`src/rtl/assert_macros.svh`:
```
// ----------------------------------------------------------------------------
// assert_macros.svh
// concurrent assertion macros shared by the slot pool modules
// ----------------------------------------------------------------------------
`ifndef ASSERT_MACROS_SVH
`define ASSERT_MACROS_SVH

// condition holds on every clock edge out of reset
`define SPOOL_ASSERT(lbl, cond, msg) \
  lbl: assert property (@(posedge clk) disable iff (!rst_n) (cond)) else $error(msg);

// consequent holds in the same cycle as the antecedent
`define SPOOL_ASSERT_IMP(lbl, ante, cons, msg) \
  lbl: assert property (@(posedge clk) disable iff (!rst_n) (ante) |-> (cons)) else $error(msg);

// consequent holds in the cycle after the antecedent
`define SPOOL_ASSERT_NXT(lbl, ante, cons, msg) \
  lbl: assert property (@(posedge clk) disable iff (!rst_n) (ante) |=> (cons)) else $error(msg);

`endif

```
`src/rtl/spool_pkg.sv`:
```
// ----------------------------------------------------------------------------
// spool_pkg
// types and constants of the slot pool allocator
// ----------------------------------------------------------------------------
package spool_pkg;

  localparam int SLOTS  = 64;
  localparam int SLOT_W = $clog2(SLOTS);
  localparam int CNT_W  = $clog2(SLOTS + 1);

  typedef logic [SLOT_W-1:0] slot_t;
  typedef logic [CNT_W-1:0]  cnt_t;

  // request kinds
  typedef enum logic [1:0] {
    KIND_ALLOC = 2'd0,
    KIND_FREE  = 2'd1,
    KIND_NEXT  = 2'd2,
    KIND_NOP   = 2'd3
  } kind_t;

  // result status codes
  typedef enum logic [1:0] {
    ST_OK         = 2'd0,
    ST_EXHAUSTED  = 2'd1,
    ST_EMPTY      = 2'd2,
    ST_NOT_IN_USE = 2'd3
  } status_t;

  // commands from the controller to the datapath
  typedef struct packed {
    logic capture;  // latch request word and issue pointer reads
    logic commit;   // apply list updates and load the result register
  } cmd_t;

endpackage

```
`src/rtl/spool_ctrl.sv`:
```
// ----------------------------------------------------------------------------
// spool_ctrl
// request sequencer: accept, then commit once the result register is free
// ----------------------------------------------------------------------------
`include "assert_macros.svh"

module spool_ctrl (
  input  logic            clk,
  input  logic            rst_n,
  input  logic            in_valid,
  output logic            in_ready,
  input  logic            out_ready,
  output logic            out_valid,
  output spool_pkg::cmd_t cmd
);
  import spool_pkg::*;

  typedef enum logic {
    S_IDLE,
    S_EXEC
  } state_t;

  state_t state_r, state_nxt;
  logic   out_valid_r, out_valid_nxt;

  // handshake and command decode
  always_comb begin
    in_ready    = (state_r == S_IDLE);
    cmd.capture = in_ready && in_valid;
    cmd.commit  = (state_r == S_EXEC) && (!out_valid_r || out_ready);
  end

  // next state and result valid
  always_comb begin
    state_nxt = state_r;
    case (state_r)
      S_IDLE: begin
        if (cmd.capture) begin
          state_nxt = S_EXEC;
        end
      end
      S_EXEC: begin
        if (cmd.commit) begin
          state_nxt = S_IDLE;
        end
      end
      default: state_nxt = S_IDLE;
    endcase
    if (cmd.commit) begin
      out_valid_nxt = 1'b1;
    end else begin
      out_valid_nxt = out_valid_r && !out_ready;
    end
  end

  // state and registered outputs
  always_ff @(posedge clk) begin
    if (!rst_n) begin
      state_r     <= S_IDLE;
      out_valid_r <= 1'b0;
    end else begin
      state_r     <= state_nxt;
      out_valid_r <= out_valid_nxt;
    end
  end

  assign out_valid = out_valid_r;

  // checks
  `SPOOL_ASSERT_NXT(a_commit_shows_result, cmd.commit, out_valid_r, "commit did not raise result valid")
  `SPOOL_ASSERT_NXT(a_exec_holds, (state_r == S_EXEC) && !cmd.commit, (state_r == S_EXEC) && !in_ready, "request left execute without commit")

endmodule

```
`src/rtl/spool_dp.sv`:
```
// ----------------------------------------------------------------------------
// spool_dp
// pointer memories, list registers, in-use flags and result register
// ----------------------------------------------------------------------------
`include "assert_macros.svh"

module spool_dp (
  input  logic             clk,
  input  logic             rst_n,
  input  spool_pkg::cmd_t  cmd,
  input  logic [1:0]       in_kind,
  input  spool_pkg::slot_t in_slot_index,
  output logic [1:0]       out_status,
  output spool_pkg::slot_t out_result_slot,
  output spool_pkg::cnt_t  out_used_count
);
  import spool_pkg::*;

  // pointer memories
  slot_t free_next_mem [SLOTS];
  slot_t used_next_mem [SLOTS];
  slot_t used_prev_mem [SLOTS];

  // free_next entries not yet written read as their reset link
  logic [SLOTS-1:0] fn_vld_r, fn_vld_nxt;

  // list and cursor registers
  slot_t free_head_r, free_head_nxt;
  slot_t free_tail_r, free_tail_nxt;
  slot_t used_head_r, used_head_nxt;
  slot_t used_tail_r, used_tail_nxt;
  slot_t cursor_r, cursor_nxt;
  cnt_t  count_r, count_nxt;
  logic [SLOTS-1:0] in_use_r, in_use_nxt;

  // captured request word
  kind_t kind_r;
  slot_t slot_r;

  // registered memory read data
  slot_t fn_rd_r;
  logic  fn_vld_rd_r;
  slot_t un_rd_r;
  slot_t up_rd_r;

  // memory write ports
  logic  fn_we, un_we, up_we;
  slot_t fn_waddr, un_waddr, up_waddr;
  slot_t fn_wdata, un_wdata, up_wdata;

  // read addresses
  slot_t un_raddr;

  // result payload
  status_t res_status;
  slot_t   res_slot;
  status_t out_status_r;
  slot_t   out_slot_r;
  cnt_t    out_count_r;

  // successor of the free head, with the reset link for unwritten entries
  cnt_t  fn_inc;
  slot_t fn_eff;

  assign fn_inc = cnt_t'(free_head_r) + cnt_t'(1);
  assign fn_eff = fn_vld_rd_r ? fn_rd_r :
                  ((fn_inc >= cnt_t'(SLOTS)) ? '0 : slot_t'(fn_inc));

  // free and get-next follow the link of their own slot
  assign un_raddr = (kind_t'(in_kind) == KIND_FREE) ? in_slot_index : cursor_r;

  // request word capture
  always_ff @(posedge clk) begin
    if (cmd.capture) begin
      kind_r <= kind_t'(in_kind);
      slot_r <= in_slot_index;
    end
  end

  // free_next memory
  always_ff @(posedge clk) begin
    if (fn_we) begin
      free_next_mem[fn_waddr] <= fn_wdata;
    end
    if (cmd.capture) begin
      fn_rd_r     <= free_next_mem[free_head_r];
      fn_vld_rd_r <= fn_vld_r[free_head_r];
    end
  end

  // used_next memory
  always_ff @(posedge clk) begin
    if (un_we) begin
      used_next_mem[un_waddr] <= un_wdata;
    end
    if (cmd.capture) begin
      un_rd_r <= used_next_mem[un_raddr];
    end
  end

  // used_prev memory
  always_ff @(posedge clk) begin
    if (up_we) begin
      used_prev_mem[up_waddr] <= up_wdata;
    end
    if (cmd.capture) begin
      up_rd_r <= used_prev_mem[in_slot_index];
    end
  end

  // list update for the captured request
  always_comb begin
    free_head_nxt = free_head_r;
    free_tail_nxt = free_tail_r;
    used_head_nxt = used_head_r;
    used_tail_nxt = used_tail_r;
    cursor_nxt    = cursor_r;
    count_nxt     = count_r;
    in_use_nxt    = in_use_r;
    fn_vld_nxt    = fn_vld_r;
    fn_we         = 1'b0;
    fn_waddr      = '0;
    fn_wdata      = '0;
    un_we         = 1'b0;
    un_waddr      = '0;
    un_wdata      = '0;
    up_we         = 1'b0;
    up_waddr      = '0;
    up_wdata      = '0;
    res_status    = ST_OK;
    res_slot      = '0;
    if (cmd.commit) begin
      case (kind_r)
        KIND_ALLOC: begin
          if (count_r >= cnt_t'(SLOTS)) begin
            res_status = ST_EXHAUSTED;
          end else begin
            // take the free head, append it to the in-use tail
            if (count_r < cnt_t'(SLOTS - 1)) begin
              free_head_nxt = fn_eff;
            end
            if (count_r == '0) begin
              used_head_nxt = free_head_r;
              used_tail_nxt = free_head_r;
              cursor_nxt    = free_head_r;
            end else begin
              un_we         = 1'b1;
              un_waddr      = used_tail_r;
              un_wdata      = free_head_r;
              up_we         = 1'b1;
              up_waddr      = free_head_r;
              up_wdata      = used_tail_r;
              used_tail_nxt = free_head_r;
            end
            in_use_nxt[free_head_r] = 1'b1;
            count_nxt = count_r + cnt_t'(1);
            res_slot  = free_head_r;
          end
        end
        KIND_FREE: begin
          if (!in_use_r[slot_r]) begin
            res_status = ST_NOT_IN_USE;
          end else begin
            count_nxt = count_r - cnt_t'(1);
            // move the cursor off the freed slot, clear it when empty
            if (count_r == cnt_t'(1)) begin
              cursor_nxt = '0;
            end else if (cursor_r == slot_r) begin
              cursor_nxt = (slot_r == used_tail_r) ? used_head_r : un_rd_r;
            end
            // unlink from the in-use list
            if (slot_r == used_head_r && slot_r == used_tail_r) begin
              used_head_nxt = '0;
              used_tail_nxt = '0;
            end else if (slot_r == used_head_r) begin
              used_head_nxt = un_rd_r;
            end else if (slot_r == used_tail_r) begin
              used_tail_nxt = up_rd_r;
            end else begin
              un_we    = 1'b1;
              un_waddr = up_rd_r;
              un_wdata = un_rd_r;
              up_we    = 1'b1;
              up_waddr = un_rd_r;
              up_wdata = up_rd_r;
            end
            // append to the free tail
            if (count_r >= cnt_t'(SLOTS)) begin
              free_head_nxt = slot_r;
            end else begin
              fn_we                   = 1'b1;
              fn_waddr                = free_tail_r;
              fn_wdata                = slot_r;
              fn_vld_nxt[free_tail_r] = 1'b1;
            end
            free_tail_nxt      = slot_r;
            in_use_nxt[slot_r] = 1'b0;
          end
        end
        KIND_NEXT: begin
          if (count_r == '0) begin
            res_status = ST_EMPTY;
          end else begin
            res_slot   = cursor_r;
            cursor_nxt = (cursor_r == used_tail_r) ? used_head_r : un_rd_r;
          end
        end
        default: begin
          res_status = ST_OK;
        end
      endcase
    end
  end

  // control registers
  always_ff @(posedge clk) begin
    if (!rst_n) begin
      free_head_r <= '0;
      free_tail_r <= slot_t'(SLOTS - 1);
      used_head_r <= '0;
      used_tail_r <= '0;
      cursor_r    <= '0;
      count_r     <= '0;
      in_use_r    <= '0;
      fn_vld_r    <= '0;
    end else begin
      free_head_r <= free_head_nxt;
      free_tail_r <= free_tail_nxt;
      used_head_r <= used_head_nxt;
      used_tail_r <= used_tail_nxt;
      cursor_r    <= cursor_nxt;
      count_r     <= count_nxt;
      in_use_r    <= in_use_nxt;
      fn_vld_r    <= fn_vld_nxt;
    end
  end

  // result register
  always_ff @(posedge clk) begin
    if (cmd.commit) begin
      out_status_r <= res_status;
      out_slot_r   <= res_slot;
      out_count_r  <= count_nxt;
    end
  end

  assign out_status      = out_status_r;
  assign out_result_slot = out_slot_r;
  assign out_used_count  = out_count_r;

  // checks
  `SPOOL_ASSERT(a_count_range, count_r <= cnt_t'(SLOTS), "in-use count above pool size")
  `SPOOL_ASSERT(a_count_flags, count_r == cnt_t'($countones(in_use_r)), "in-use count disagrees with flags")
  `SPOOL_ASSERT_IMP(a_empty_cursor, count_r == '0, cursor_r == '0, "cursor not cleared on empty pool")

endmodule

```
`src/rtl/slot_pool_with_round_robin_cursor.sv`:
```
// accept to result valid: pointer memories are read at accept, then list update and result register load at commit
// a new request is accepted only after the previous one has committed, because the registered read of the
//   free_next/used_next/used_prev memories comes ahead of the list update
// a waiting result stalls only the commit cycle; the output register holds it
// reset: synchronous active low, lists and cursor restored without a clearing pass
// ----------------------------------------------------------------------------
// slot_pool_with_round_robin_cursor
// slot allocator over a FIFO free list and an in-use list with round-robin cursor
// ----------------------------------------------------------------------------

module slot_pool_with_round_robin_cursor (
  input  logic             clk,
  input  logic             rst_n,
  input  logic             in_valid,
  output logic             in_ready,
  input  logic [1:0]       in_kind,
  input  spool_pkg::slot_t in_slot_index,
  output logic             out_valid,
  input  logic             out_ready,
  output logic [1:0]       out_status,
  output spool_pkg::slot_t out_result_slot,
  output spool_pkg::cnt_t  out_used_count
);
  import spool_pkg::*;

  cmd_t cmd;

  // request sequencer
  spool_ctrl u_ctrl (
    .clk       (clk),
    .rst_n     (rst_n),
    .in_valid  (in_valid),
    .in_ready  (in_ready),
    .out_ready (out_ready),
    .out_valid (out_valid),
    .cmd       (cmd)
  );

  // list datapath
  spool_dp u_dp (
    .clk             (clk),
    .rst_n           (rst_n),
    .cmd             (cmd),
    .in_kind         (in_kind),
    .in_slot_index   (in_slot_index),
    .out_status      (out_status),
    .out_result_slot (out_result_slot),
    .out_used_count  (out_used_count)
  );

endmodule
```
`config.mk`:
```
export PLATFORM = sky130hd
export DESIGN_NAME = slot_pool_with_round_robin_cursor
export DESIGN_NICKNAME = d
export VERILOG_FILES = /design/src/rtl/spool_pkg.sv /design/src/rtl/spool_ctrl.sv /design/src/rtl/spool_dp.sv /design/src/rtl/slot_pool_with_round_robin_cursor.sv
export VERILOG_INCLUDE_DIRS = /design/src /design/src/rtl
export SDC_FILE = /design/constraint.sdc
export NUM_CORES = 2
export LEC_CHECK = 0
export BUFFER_PORTS_ARGS = -buffer_cell sky130_fd_sc_hd__buf_4
export CAP_MARGIN = 10
export CORE_ASPECT_RATIO = 1.1
export CORE_MARGIN = 1
export CORE_UTILIZATION = 51
export CTS_CLUSTER_SIZE = 25
export DETAILED_ROUTE_END_ITERATION = 8
export GPL_ROUTABILITY_DRIVEN = 1
export PLACE_DENSITY = 0.66
export SYNTH_ARGS = -nofsm -noshare
export SYNTH_HDL_FRONTEND = slang
export SYNTH_SLANG_ARGS = --single-unit
export TNS_END_PERCENT = 50
```
`constraint.sdc`:
```
create_clock -name clk -period 7.2 [get_ports clk]
set_input_delay 1.08 -clock clk [delete_from_list [all_inputs] [get_ports clk]]
set_output_delay 1.08 -clock clk [all_outputs]
set_load 0.02 [all_outputs]
```
; ---- Yosys cells after proc, flatten, opt, wreduce, memory -nomap -nowiden
; Memory sizes are Yosys's and may differ from the RTL's. A register that Yosys moved wholly into a read port is not among the register bits.
; Index checks and enable logic that the tools add are counted.
[word_totals]
reg_bits = 191
latchBits = 0
ram_bits = 1152
romBits = 0
in_bits = 12
wordCells = 171
mem_count = 3
[memory_table]
columns = name, words, width, read_ports, rd_clocked_by_memory_dff, wr, line_no
row1 = u_dp.free_next_mem, 64, 6, 1, 1, 1, spool_dp.sv:20  ; slot_t free_next_mem [SLOTS];
row2 = u_dp.used_next_mem, 64, 6, 1, 1, 1, spool_dp.sv:21  ; slot_t used_next_mem [SLOTS];
row3 = u_dp.used_prev_mem, 64, 6, 1, 1, 1, spool_dp.sv:22  ; slot_t used_prev_mem [SLOTS];
[classes]
n_addsub = 3
n_mul = 0
n_div = 0
order_cmp = 9
n_eq_ne = 18
shift = 0
mux = 95
bitwise_logic = 6
n_reduce_logical = 21
[ops]
columns = op, count
row1 = two-way mux 6 bit, 47
row2 = two-way mux 64 bit, 2
row3 = OR 64 bit, 2
row4 = one-hot mux 64 bit (2 select lines), 1
row5 = one-hot mux 6 bit (2 select lines), 6
row6 = AND 64 bit, 1
row7 = inverter 64 bit, 1
row8 = == test 6 bit, 4
row9 = two-way mux 1 bit, 24
row10 = "< comparator 6 x 7 -> 1 bit, second input constant", 3
row11 = two-way mux 7 bit, 3
row12 = demux 1 bit (select 6 bit), 3
row13 = ">= comparator 6 x 1 -> 1 bit, second input constant", 3
row14 = one-hot mux 6 bit (3 select lines), 1
row15 = AND reduction 6 bit, 3
row16 = ">= comparator 7 bit, second input constant", 2
row17 = one-hot mux 7 bit (2 select lines), 1
row18 = binary-select mux 1 bit (select 6 bit), 2
row19 = "!= test 3 x 1 -> 1 bit, second input constant", 3
row20 = "!= test 2 x 1 -> 1 bit, second input constant", 4
row21 = AND reduction 4 bit, 2
row22 = "adder 6 x 1 -> 7 bit, second input constant", 1
row23 = "adder 7 x 1 -> 7 bit, second input constant", 1
row24 = "== test 7 x 1 -> 1 bit, second input constant", 1
row25 = other kinds (19), 31

; ---- Longest topological paths before layout
[depth]
word_depth = 9
mapped_depth = 13
ltp_nobuf = 9

; ---- Modules after synthesis
; Synthesis repeated with hierarchy kept, for this count alone.
[unflattened]
cells_unflattened = 3384
area_unflattened_um2 = 54644.9
[by_module_without_submodules]
columns = module, n_inst, cells_per_inst, area_each_um2
row1 = spool_dp, 1, 3375, 54542.3
row2 = spool_ctrl, 1, 9, 102.6

; ---- Worst setup path after synthesis
; Ideal clock, no wire load.
[synth_timing]
path_kind = input port to flip-flop
start = input out_ready
end = memory u_dp.used_prev_mem[33][0] in the netlist's numbering, enable pin
setup_ns = 0.358
arrival_ns = 5.066
setup_slack_ns = 1.776
path_stages = 9
cell_sequence = nand2b_1 > nand2_1 > nor2_1 > clkbuf_1 > buf_1 > nand2_1 > o22ai_1 > nand3_1 > nor2_1
[synth_between]
word_cells_on_any_way = 6
cone_classes = 4 x mux / 2 x reduce/logical
[synth_rtl]
columns = element, line_no
row1 = from (decl), slot_pool_with_round_robin_cursor.sv:19  ; input logic out_ready,
row2 = logical OR 1 bit, spool_ctrl.sv:30  ; cmd.commit = (state_r == S_EXEC) && (!out_valid_r || out_ready);
row3 = logical AND 1 bit, spool_ctrl.sv:30
row4 = two-way mux 6 bit, -
row5 = net u_dp.un_wdata[5], spool_dp.sv:49  ; slot_t fn_wdata, un_wdata, up_wdata;
row6 = to (decl), spool_dp.sv:22
; The timed path passes the listed nets, and every way through them passes these cells.

; ---- Worst setup path in the final report
[layout_timing]
start = register u_dp.slot_r[5]
end = memory u_dp.used_next_mem[63][4] in the netlist's numbering, enable pin
[layout_between]
word_cells_on_any_way = 19
cone_classes = 2 x eq/ne / 16 x mux / 1 x reduce/logical
[layout_rtl]
columns = element, line_no
row1 = from (decl), spool_dp.sv:38  ; slot_t slot_r;
row2 = from (signal assigned), spool_dp.sv:76  ; slot_r <= in_slot_index;
row3 = branches (longest 4 deep; another with binary-select mux 1 bit (select 6 bit)), -
row4 = two-way mux 6 bit (*), spool_dp.sv:161  ; if (!in_use_r[slot_r]) begin
row5 = one-hot mux 6 bit (2 select lines) (*), spool_dp.sv:133  ; case (kind_r)
row6 = two-way mux 6 bit (*), spool_dp.sv:132  ; if (cmd.commit) begin
row7 = net u_dp.un_waddr[0], spool_dp.sv:48  ; slot_t fn_waddr, un_waddr, up_waddr;
row8 = to (decl), spool_dp.sv:21
; Mark *: on every way through the listed nets, which the timed path passes. The select of a mux whose other input is x is not followed.

==> results by stage <==
Worst hold path:
- The tightest min-delay check is of the flip-flop to flip-flop type.
- Counting instances, the worst hold path has a depth of 2.

STA:
- The worst slew margin relative to its limit is 19.8%.
- The total of endpoints with negative setup slack in the final report is 0.
- The hold violation count in the final report is 0.
- Setup repair after global routing left no endpoint under its margin.
- The clock arrives with 0.0298 ns of skew.
- The final-report max-slew violation count was 0.
- Final hold analysis gives a worst-case slack of 0.457 ns.
- The actual slew at the worst max-slew pin is 1.20 ns.
- The clock period could shrink to 5.47 ns.
- The top achievable clock speed is 0.183 GHz.
- The sum of negative setup slack is 0 ns.
- The final critical path takes up roughly 76% of the cycle.

Detailed routing:
- The per-cell via count in the routed design is 6.51.
- For this block, the routed nets add up to 139,000 um of wire.
- In the final routed layout, each cell accounts on average for 28.8 um.
- The violation count after the first detailed-route iteration is 4,034.
- The final routed DRC violation total is 0.
- The remaining antenna violation count after routing is 0.
- Detailed routing inserted a total of 31.5k vias.
- For this run, the detailed router's first-pass iteration total came to 7.

Floorplanning:
- The die height is 345 um.
- The floorplan step defined a die boundary enclosing between 100,000 and 150,000 sq um.
- The horizontal die dimension is 313 um.
- The number of top-level design ports is 29.
- The initial utilization of the core area, before any placement, comes to 51.5%.
- In this run the core area contains 125 standard-cell rows.
- The core region is 106,000 sq um.

Global route:
- The initial antenna violation count is 0.
- The aggregate global routing overflow is 0.
- The via count of the first global-routing pass is 31.1k.
- The first global-routing pass estimated 207,000 um of wire.
- The largest net degree at the start of global routing is 97.
- The global routing usage summed across all routing layers is 25.9%.

Placed design:
- Including well taps, the total number of placed cells is around 4.6k.
- The count of buffers added on input and output ports is 28.
- The estimated wirelength of the detail-placed design is 85,600 um.
- The weighted congestion reported at the end of routability-driven placement is 0.917.

Layout:
- The share of cells above drive strength 1 is 17.7%.
- The library cell used most frequently in the layout, excluding fill and tap cells, is edfxtp_1.
- The number of standard cells in the final layout excluding fillers is 4,841.
- The area growth from synthesis to layout is 11.2%.
- In the layout the commonest cells are 1,194 x edfxtp_1, 253 x nor2_1, 228 x mux4_2.
- At the end of the flow, the number of nets in the layout was 3,354.
- The antenna cell count is 0.
- Counting the fill cells in the layout gives about 8k.

Clocking:
- The longest clock path from root to sink contains 3 buffers.
- The clock-pin slew reported for the worst setup and hold paths after clock tree synthesis is 0.06 ns.
- The clock tree synthesis step divided the H-tree into 4 levels.
- TritonCTS built the clock tree.
- The number of cells upsized or downsized after cts is 0.
- In this run the post-CTS setup repair buffer count came out at 0.
- The number of buffers inserted by hold repair at cts is 0.
- The number of clock sinks is 1,361.
- For the worst-skew pair, the clock arrives at the later sink with an insertion delay of around 0.74 ns.
- Buffers inserted during clock tree synthesis total 138.
- CTS placed an instance of clkbuf_16 at the clock tree root.

Logic synthesis:
- The number of distinct library cells after synthesis is between 70 and 80.
- The total nets after synthesis is 3,346.
- The register bit count reported by yosys is 1,361.
- The number of flops mapped to enable cells by yosys is ~1.2k.
- Summing every instance area after synthesis gives 54,400 sq um.
- Yosys attributes the largest share of cell area to edfxtp_1 66%, mux4_2 9.4%, dfxtp_1 6.1%, a22oi_1 2.6%, nor2_1 1.8%.
- Of all flip-flops after synthesis, the portion carrying an async set or reset was 0%.
- The most used flip-flop cell after synthesis is edfxtp_1.
- Summing the sequential cell areas from Yosys gives 72.1% of the chip area.
- The number of instances in the synthesized netlist is roughly 3.3k.
- A synthesized cell averages around 16 sq um.
- The fraction of post-synthesis cell area in the top cell type by area is 65.9%.
- The yosys synthesis warning count is 0.
- Summed over all instances, the cell type with the most area after synthesis is edfxtp_1.

Worst setup path:
- The worst register-to-register path has a depth of 9.
- The critical path endpoint category is a flip-flop.
- The maximum fanout encountered on the critical timing path is 68.
- STA classifies the critical path startpoint as a flip-flop.
- The worst endpoint data arrival time is between 5 and 6 ns.
- The startpoint-to-endpoint class of the critical path is flip-flop to flip-flop.
- Data on the critical path is required at its endpoint by 7.57 ns.

Pwr:
- The power per cell area is about 270 nW/um^2.
- The static leakage is 21.2 nW.
- VDD sags by at most roughly 0.00025 V.

Run status:
- The flow ran to the end, and the final reports show no timing, DRC or antenna violations.

Run:
- Max-cap violations in this run came to 0.
[cell type report]
class	count	area, sq um	area share (%)
Clock buffer	170	3680	6.08
Timing Repair Buffer	97	752	1.24
Clock inverter	80	754	1.25
Multi-Input combinational cell	1718	14300	23.6
Tap cell	1397	1750	2.89
Inverter	18	67.6	0.112
Sequential cell	1361	39200	64.8
[final timing paths]
path | start | end | slack, ns
setup / recovery | u_dp.slot_r[5]$_DFFE_PP_ | u_dp.used_next_mem[63][4]$_DFFE_PP_ | 1.73
hold / removal | u_dp.fn_vld_r[49]$_SDFFE_PN0P_ | u_dp.fn_vld_r[49]$_SDFFE_PN0P_ | 0.46
setup reg to reg | u_dp.slot_r[5]$_DFFE_PP_ | u_dp.used_next_mem[63][4]$_DFFE_PP_ | 1.73
hold reg to reg | u_dp.fn_vld_r[49]$_SDFFE_PN0P_ | u_dp.fn_vld_r[49]$_SDFFE_PN0P_ | 0.46
[cells in the mapped netlist (11+ instances only)]
| cell type | instances |
|---|---|
| nor4_1 | 11 |
| mux2i_1 | 57 |
| mux4_2 | 228 |
| buf_1 | 26 |
| nor2_1 | 257 |
| nand4_1 | 26 |
| a21oi_1 | 68 |
| o311ai_0 | 11 |
| inv_1 | 14 |
| mux2_2 | 16 |
| buf_2 | 40 |
| nand3_1 | 60 |
| dfxtp_1 | 167 |
| nand2_1 | 203 |
| or3_1 | 18 |
| a22o_1 | 41 |
| and2_1 | 38 |
| nand3b_1 | 11 |
| a31oi_1 | 61 |
| a211oi_1 | 39 |
| a221oi_1 | 30 |
| nor3_1 | 51 |
| o31ai_1 | 17 |
| edfxtp_1 | 1194 |
| clkbuf_1 | 153 |
| xor2_1 | 16 |
| o21ai_0 | 104 |
| xnor2_1 | 11 |
| o21a_1 | 31 |
| a22oi_1 | 189 |
[logic make-up after synthesis]
| logic type | Yosys count | share of synthesized area [%] |
|---|---|---|
| flip-flops | 1361 | 72.1 |
| buffers and inverters | 247 | 1.90 |
| AO/OA/AOI/OAI | 652 | 8.42 |
| AND/OR/NAND/NOR | 728 | 6.13 |
| adder cells (fa/ha/maj) | 8 | 0.184 |
| multiplexers | 303 | 10.9 |
| XOR/XNOR | 27 | 0.435 |
[per-stage QoR]
step / power (mW) / cell area, sq um / util, % / setup slack (ns)
after global placement: 9.33 / 56100 / 53.0 / 2.00
final: 16.2 / 60500 / 57.2 / 1.73
after global routing: 16.6 / 60500 / 57.2 / 1.40
after detailed placement: 9.34 / 56100 / 53.0 / 1.77
after CTS: 16.2 / 60500 / 57.2 / 1.76
after floorplan: 9.12 / 54400 / - / 1.78
[power breakdown]
part | internal [mW] | switching [mW] | leakage, nW | total [mW]
combinational | 0.209 | 0.419 | 4.61 | 0.628
sequential | 8.51 | 0.0455 | 14.5 | 8.55
clock | 4.04 | 2.94 | 2.17 | 6.99
[state kept, by name, indices dropped and copies added, names as in the netlist, 7 cells and up]
register             cells
u_dp.count_r             7
u_dp.fn_vld_r           64
u_dp.free_next_mem     384
u_dp.in_use_r           64
u_dp.out_used_count      7
u_dp.used_next_mem     384
u_dp.used_prev_mem     384
[per-layer routing]
metal,track usage (%),share of wire (%)
met5,0,0
met4,10.6,4.0
met3,4.10,7.8
met2,43.3,50
met1,34.1,38
[worst max-delay path: stages (launching register included)]
cell	delay, ns
edfxtp_1	0.71
or3b_1	0.63
a21oi_1	0.18
nand3_1	0.16
and4_4	0.23
a21oi_2	0.77
a32o_2	0.30
buf_4	0.62
nand3_1	0.78
nor2_1	0.68
Note: power is estimated with default switching activity, not from simulation.
